--- config.mk ---
export PLATFORM = sky130hd
export DESIGN_NAME = cfp_ctrl
export DESIGN_NICKNAME = d
export VERILOG_FILES = /design/src/cfp_pkg.sv /design/src/cfp_ctrl.sv
export SDC_FILE = /design/constraint.sdc
export NUM_CORES = 1
export LEC_CHECK = 0
export ABC_AREA = 1
export BUFFER_PORTS_ARGS = -buffer_cell sky130_fd_sc_hd__buf_2
export CAP_MARGIN = 5
export CORE_ASPECT_RATIO = 1.1
export CORE_UTILIZATION = 54
export DETAILED_ROUTE_END_ITERATION = 8
export PLACE_DENSITY = 0.88
export RECOVER_POWER = 50
export SLEW_MARGIN = 10
export SYNTH_ARGS = -nofsm -noshare
export SYNTH_HDL_FRONTEND = slang
export SYNTH_SLANG_ARGS = --single-unit
export TNS_END_PERCENT = 5
--- constraint.sdc ---
create_clock -name i_clk -period 2 [get_ports i_clk]
set_input_delay 0.3 -clock i_clk [delete_from_list [all_inputs] [get_ports i_clk]]
set_output_delay 0.3 -clock i_clk [all_outputs]
set_load 0.05 [all_outputs]
--- src/cfp_pkg.sv ---
// Shared types, constants and helper functions for the IMU complementary filter.
`timescale 1ns / 1ps
package cfp_pkg;

    // Register reset values and register indexes
    localparam logic [15:0] ALPHA_RESET = 16'd64225;
    localparam logic [15:0] DT_RESET    = 16'd655;
    localparam logic        CFG_BLEND   = 1'b0;
    localparam logic        CFG_STEP    = 1'b1;

    // Sequencing
    localparam int CORDIC_STEPS_DEF = 16;
    localparam int ATAN_ENTRIES     = 24;
    localparam int CNT_W            = 5;
    localparam int SQRT_STEPS       = 32;
    localparam int LANE_W           = 4;
    localparam logic [LANE_W-1:0] LANE_PITCH = 4'd0;
    localparam logic [LANE_W-1:0] LANE_ROLL  = 4'd1;
    localparam logic [LANE_W-1:0] LANE_YAW   = 4'd2;
    localparam logic [LANE_W-1:0] LANE_SM0   = 4'd3;
    localparam logic [LANE_W-1:0] LANE_LAST  = 4'd8;

    typedef struct packed {
        logic signed [15:0] accel_x;
        logic signed [15:0] accel_y;
        logic signed [15:0] accel_z;
        logic signed [15:0] gyro_x;
        logic signed [15:0] gyro_y;
        logic signed [15:0] gyro_z;
    } t_in_word;

    typedef struct packed {
        logic signed [31:0] pitch_angle;
        logic signed [31:0] roll_angle;
        logic signed [31:0] yaw_angle;
        logic signed [31:0] smooth_accel_x;
        logic signed [31:0] smooth_accel_y;
        logic signed [31:0] smooth_accel_z;
        logic signed [31:0] smooth_gyro_x;
        logic signed [31:0] smooth_gyro_y;
        logic signed [31:0] smooth_gyro_z;
    } t_out_word;

    // Datapath operations
    typedef enum logic [3:0] {
        OP_NONE,
        OP_SQ_INIT,
        OP_SQ_STEP,
        OP_CD_INIT,
        OP_CD_STEP,
        OP_GYRO,
        OP_GADD,
        OP_YAW,
        OP_MUL_OLD,
        OP_MUL_NEW,
        OP_WRITE,
        OP_OUT
    } t_op;

    typedef struct packed {
        t_op               op;
        logic              sel;   // 0: pitch angle, 1: roll angle
        logic [CNT_W-1:0]  cnt;   // iteration index
        logic [LANE_W-1:0] lane;  // blend lane
    } t_cmd;

    // atan(2^-i) in degrees, Q16.16, rounded
    function automatic logic signed [31:0] atan_deg(input logic [CNT_W-1:0] idx);
        logic signed [31:0] v;
        case (idx)
            5'd0:  v = 32'sd2949120;
            5'd1:  v = 32'sd1740967;
            5'd2:  v = 32'sd919879;
            5'd3:  v = 32'sd466945;
            5'd4:  v = 32'sd234379;
            5'd5:  v = 32'sd117304;
            5'd6:  v = 32'sd58666;
            5'd7:  v = 32'sd29335;
            5'd8:  v = 32'sd14668;
            5'd9:  v = 32'sd7334;
            5'd10: v = 32'sd3667;
            5'd11: v = 32'sd1833;
            5'd12: v = 32'sd917;
            5'd13: v = 32'sd458;
            5'd14: v = 32'sd229;
            5'd15: v = 32'sd115;
            5'd16: v = 32'sd57;
            5'd17: v = 32'sd29;
            5'd18: v = 32'sd14;
            5'd19: v = 32'sd7;
            5'd20: v = 32'sd4;
            5'd21: v = 32'sd2;
            5'd22: v = 32'sd1;
            default: v = 32'sd0;
        endcase
        return v;
    endfunction

    // Clamp to the signed 32-bit range
    function automatic logic signed [31:0] sat32(input logic signed [39:0] v);
        logic signed [31:0] r;
        if (v > 40'sh007FFFFFFF) begin
            r = 32'sh7FFFFFFF;
        end else if (v < -40'sh0080000000) begin
            r = 32'sh80000000;
        end else begin
            r = v[31:0];
        end
        return r;
    endfunction

endpackage

--- src/cfp_ctrl.sv ---
// Sequencer for the filter: runs square root, CORDIC and blend steps per word.
`timescale 1ns / 1ps
module cfp_ctrl #(
    parameter int CORDIC_STEPS = cfp_pkg::CORDIC_STEPS_DEF
) (
    input  logic          i_clk,
    input  logic          i_rst_n,
    input  logic          i_in_valid,
    output logic          o_in_stall,
    output logic          o_out_valid,
    input  logic          i_out_stall,
    output cfp_pkg::t_cmd o_cmd
);

    typedef enum logic [3:0] {
        S_IDLE,
        S_SQ_INIT,
        S_SQ_STEP,
        S_CD_INIT,
        S_CD_STEP,
        S_GYRO,
        S_GADD,
        S_YAW,
        S_MUL_OLD,
        S_MUL_NEW,
        S_WRITE,
        S_DONE
    } t_state;

    localparam logic [cfp_pkg::CNT_W-1:0] CD_LAST = cfp_pkg::CNT_W'(CORDIC_STEPS - 1);
    localparam logic [cfp_pkg::CNT_W-1:0] SQ_LAST = cfp_pkg::CNT_W'(cfp_pkg::SQRT_STEPS - 1);

    t_state                        r_state;
    logic                          r_sel;
    logic [cfp_pkg::CNT_W-1:0]     r_cnt;
    logic [cfp_pkg::LANE_W-1:0]    r_lane;
    logic                          r_out_valid;
    logic                          w_out_load;
    cfp_pkg::t_op                  w_op;

    assign w_out_load  = (r_state == S_DONE) && (!r_out_valid || !i_out_stall);
    assign o_in_stall  = (r_state != S_IDLE);
    assign o_out_valid = r_out_valid;

    // Operation decode
    always_comb begin
        case (r_state)
            S_SQ_INIT: w_op = cfp_pkg::OP_SQ_INIT;
            S_SQ_STEP: w_op = cfp_pkg::OP_SQ_STEP;
            S_CD_INIT: w_op = cfp_pkg::OP_CD_INIT;
            S_CD_STEP: w_op = cfp_pkg::OP_CD_STEP;
            S_GYRO:    w_op = cfp_pkg::OP_GYRO;
            S_GADD:    w_op = cfp_pkg::OP_GADD;
            S_YAW:     w_op = cfp_pkg::OP_YAW;
            S_MUL_OLD: w_op = cfp_pkg::OP_MUL_OLD;
            S_MUL_NEW: w_op = cfp_pkg::OP_MUL_NEW;
            S_WRITE:   w_op = cfp_pkg::OP_WRITE;
            S_DONE:    w_op = w_out_load ? cfp_pkg::OP_OUT : cfp_pkg::OP_NONE;
            default:   w_op = cfp_pkg::OP_NONE;
        endcase
    end

    assign o_cmd = '{op: w_op, sel: r_sel, cnt: r_cnt, lane: r_lane};

    // State and output valid
    always_ff @(posedge i_clk) begin
        if (!i_rst_n) begin
            r_state     <= S_IDLE;
            r_sel       <= 1'b0;
            r_cnt       <= '0;
            r_lane      <= '0;
            r_out_valid <= 1'b0;
        end else begin
            if (r_out_valid && !i_out_stall) begin
                r_out_valid <= 1'b0;
            end
            case (r_state)
                S_IDLE: begin
                    if (i_in_valid) begin
                        r_sel   <= 1'b0;
                        r_state <= S_SQ_INIT;
                    end
                end
                S_SQ_INIT: begin
                    r_cnt   <= '0;
                    r_state <= S_SQ_STEP;
                end
                S_SQ_STEP: begin
                    r_cnt <= r_cnt + 1'b1;
                    if (r_cnt == SQ_LAST) begin
                        r_state <= S_CD_INIT;
                    end
                end
                S_CD_INIT: begin
                    r_cnt   <= '0;
                    r_state <= S_CD_STEP;
                end
                S_CD_STEP: begin
                    r_cnt <= r_cnt + 1'b1;
                    if (r_cnt == CD_LAST) begin
                        if (!r_sel) begin
                            r_sel   <= 1'b1;
                            r_state <= S_SQ_INIT;
                        end else begin
                            r_lane  <= cfp_pkg::LANE_PITCH;
                            r_state <= S_GYRO;
                        end
                    end
                end
                S_GYRO: r_state <= S_GADD;
                S_GADD: begin
                    r_state <= (r_lane == cfp_pkg::LANE_YAW) ? S_YAW : S_MUL_OLD;
                end
                S_YAW: begin
                    r_lane  <= cfp_pkg::LANE_SM0;
                    r_state <= S_MUL_OLD;
                end
                S_MUL_OLD: r_state <= S_MUL_NEW;
                S_MUL_NEW: r_state <= S_WRITE;
                S_WRITE: begin
                    if (r_lane == cfp_pkg::LANE_LAST) begin
                        r_state <= S_DONE;
                    end else begin
                        r_lane  <= r_lane + 1'b1;
                        r_state <= (r_lane < cfp_pkg::LANE_YAW) ? S_GYRO : S_MUL_OLD;
                    end
                end
                S_DONE: begin
                    if (w_out_load) begin
                        r_out_valid <= 1'b1;
                        r_state     <= S_IDLE;
                    end
                end
                default: r_state <= S_IDLE;
            endcase
        end
    end

endmodule

==> metrics <==
P per Cell Area 955 nW/µm²; Crit Path Category register to primary output; total wire length 2630 µm; clock sinks 15; Post-DP HPWL 2060 µm; crit start category register; post-synth cell types 23; Clock power frac 13.4%; synthesized area per cell 6.45 µm²; setup TNS 0 ns; CP Capture Type primary output; Seq cells post-synth 15; initial antenna violation count 0; global-route wire length before repair 4500 µm; H-tree depth 1; Ports 20; synthesized cell area 1120 µm²; met1 Use GR 34.9%; Static Leak 0.594 nW; FF/Latch Area 313 µm²; grt peak-use layer met2; TritonCTS clock tree built; Die Area 2260 µm²; final hold violation count 0; Post-route DRC 0; post-route ant nets 0; CP peak stage delay 0.37 ns; worst skew pair latency 0.28 ns; DP Area 1240 µm²; Clock Path Buffers 2; area of the multi-input gates 728 µm²; core area 1860 µm²; M3 GR Usage 2.93%; CP top delay family flip-flops; most used cell along the critical path inv_1; GRT Residual Overflow 0; Finished Layout Cells 222; Internal Power 0.612 mW; layout cell share with drive strength beyond 1 17.4%; design area 1320 µm²; total track usage 26.6%; final RePlAce weighted congestion 0.938; Max-Cap Viols 0; Worst Clk Skew 0.000648 ns; fillcell total 173; Iteration-0 DRC Markers 46; clock root cell clkbuf_4; Net Sw Frac 51.4%; combinational power share 54.4%; number of diodes 0; setup violators final 0; Area growth, synth to finish 17.5%; Initial Util 60.3%; sequential-to-total area share from yosys stat 26.8%; placed insts 217; Crit path arrival time 1.60 ns; final core utilization 70.8%; Worst VDD drop 0.640 mV; fin crit share 95.1%; CP required 1.70 ns; minimum clock period 1.90 ns; Reg clk slew, reported paths 0.08 ns; Die W 45.5 µm; vias in the first global route 1080; TritonCTS Buffers 3; CP bufs+invs 3; crit path cell chain inv_1, ha_2, inv_1, nor2_2, nor2_1, a21oi_1, buf_4; CP max stage cell dfxtp_4; Slew Limit Fails 0; Pre-antenna DRT Iters 4; row count 16; Vias/cell 5.24; NetSw 0.647 mW; Slew headroom 60.0%; Wirelength per Cell 11.9 µm; status finished clean; Cells after Synth 174; yosys warns 0; final net count 210; pin count of the biggest net entering global routing 14; actual slew at the worst max-slew pin 0.603 ns; CP max FO 3; sequential share of power 32.2%; f_max 526 MHz; vias post-DR 1164; # port buffers 19; Worst Hold Class primary input to register; DIE HEIGHT 49.8 µm; Post-Syn Nets 188; GR Layer Usage met2 43.1%
-- synthesized netlist by cell type --
library cell | n | share of area (%)
o21ai_0 | 11 | 4.9
a21oi_2 | 1 | 0.78
buf_4 | 1 | 0.67
ha_1 | 10 | 11
nand2_1 | 43 | 14
dfxtp_1 | 15 | 27
nand3_2 | 2 | 1.8
a21oi_1 | 16 | 7.1
inv_2 | 1 | 0.33
nand3b_2 | 1 | 1.0
xor2_1 | 2 | 1.6
nor2_1 | 18 | 6.0
buf_2 | 1 | 0.45
nor3_1 | 2 | 0.89
nor2_4 | 2 | 2.0
nand2_4 | 1 | 1.0
o21ai_2 | 1 | 0.78
clkbuf_1 | 1 | 0.33
a31oi_1 | 1 | 0.56
inv_1 | 27 | 9.0
xnor2_1 | 1 | 0.78
buf_6 | 1 | 1.0
nand3_1 | 15 | 6.7
-- through the flow --
stage          setup slack, ns  hold slack (ns)  total power, mW
2_1_floorplan          -0.0522            0.438            0.927
3_3_place_gp             0.260            0.472             1.02
3_5_place_dp             0.171            0.476             1.05
4_1_cts                0.00211            0.277             1.24
5_1_grt                -0.0224            0.270             1.34
6_report                0.0971            0.279             1.26
-- power by group through the flow --
stage / registers (mW) / logic (mW) / clock network (mW)
floorplan: 0.401 / 0.527 / 0
global placement: 0.392 / 0.632 / 0
detailed placement: 0.397 / 0.653 / 0
CTS: 0.396 / 0.672 / 0.171
global route: 0.410 / 0.746 / 0.188
finish: 0.406 / 0.686 / 0.168
-- timing repair --
action                                  4_1_cts  5_1_grt
hold buffers                                  0        0
pin swaps                                     0        3
gates resized for setup                       9       17
gates cloned                                  0        0
setup buffers                                 0        1
endpoints found under the setup margin        3        3
-- sequential cells by signal (all words and copies together), names as in the netlist --
name,count
r_cnt,5
r_lane,4
r_state,4
o_out_valid,1
r_sel,1
-- worst paths after layout --
kind | cells after the start | slack [ns] | end | from
setup reg to reg | 8 | 0.24 | r_state[3]$_SDFFE_PN0P_ | r_cnt[0]$_SDFFE_PN0P_
hold / removal | 3 | 0.28 | r_cnt[0]$_SDFFE_PN0P_ | i_rst_n
hold reg to reg | 2 | 0.49 | r_cnt[3]$_SDFFE_PN0P_ | r_cnt[3]$_SDFFE_PN0P_
setup / recovery | 7 | 0.1 | o_cmd[13] | r_state[3]$_SDFFE_PN0P_
-- cell usage in the layout (no fill, tap or decap), drive strengths merged, types with 2 or more instances in the layout --
cell type  Yosys  final
nand2         44     44
inv           28     28
nor2          20     20
a21oi         17     17
nand3         17     17
clkbuf         1     16
dfxtp         15     15
o21ai         12     12
ha            10     10
buf            3      9
nor3           2      2
xor2           2      2
-- area by class of cell --
cell class                      instances  area share, %
Inverter                               28           8.16
Timing Repair Buffer                   21           8.35
Multi-Input combinational cell        127           55.2
Tap cell                               27           2.56
Sequential cell                        15           23.7
Clock buffer                            4           1.99
-- worst min-delay path, delay by kind of cell --
kind / cells / cell delay [ns]
buffers and inverters: 1 / 0.11
AOI/OAI and AO/OA: 2 / 0.11
-- kinds of logic (layout without fill, tap and decap cells) --
kind of cell	count (synthesis)	in the layout	share of synthesized area, %
flops	15	15	26.8
fa+ha+maj	10	10	11.1
buf+inv	32	53	11.8
compound gates	30	30	14.2
xor+xnor	3	3	2.34
simple gates	84	84	33.8
-- layer usage --
layer / wire [µm] / up-vias
met5: 0 / -
met4: 36 / 0
met3: 101 / 4
met2: 1340 / 36
met1: 1150 / 527
li1: - / 597
(Power assumes the default switching activity.)
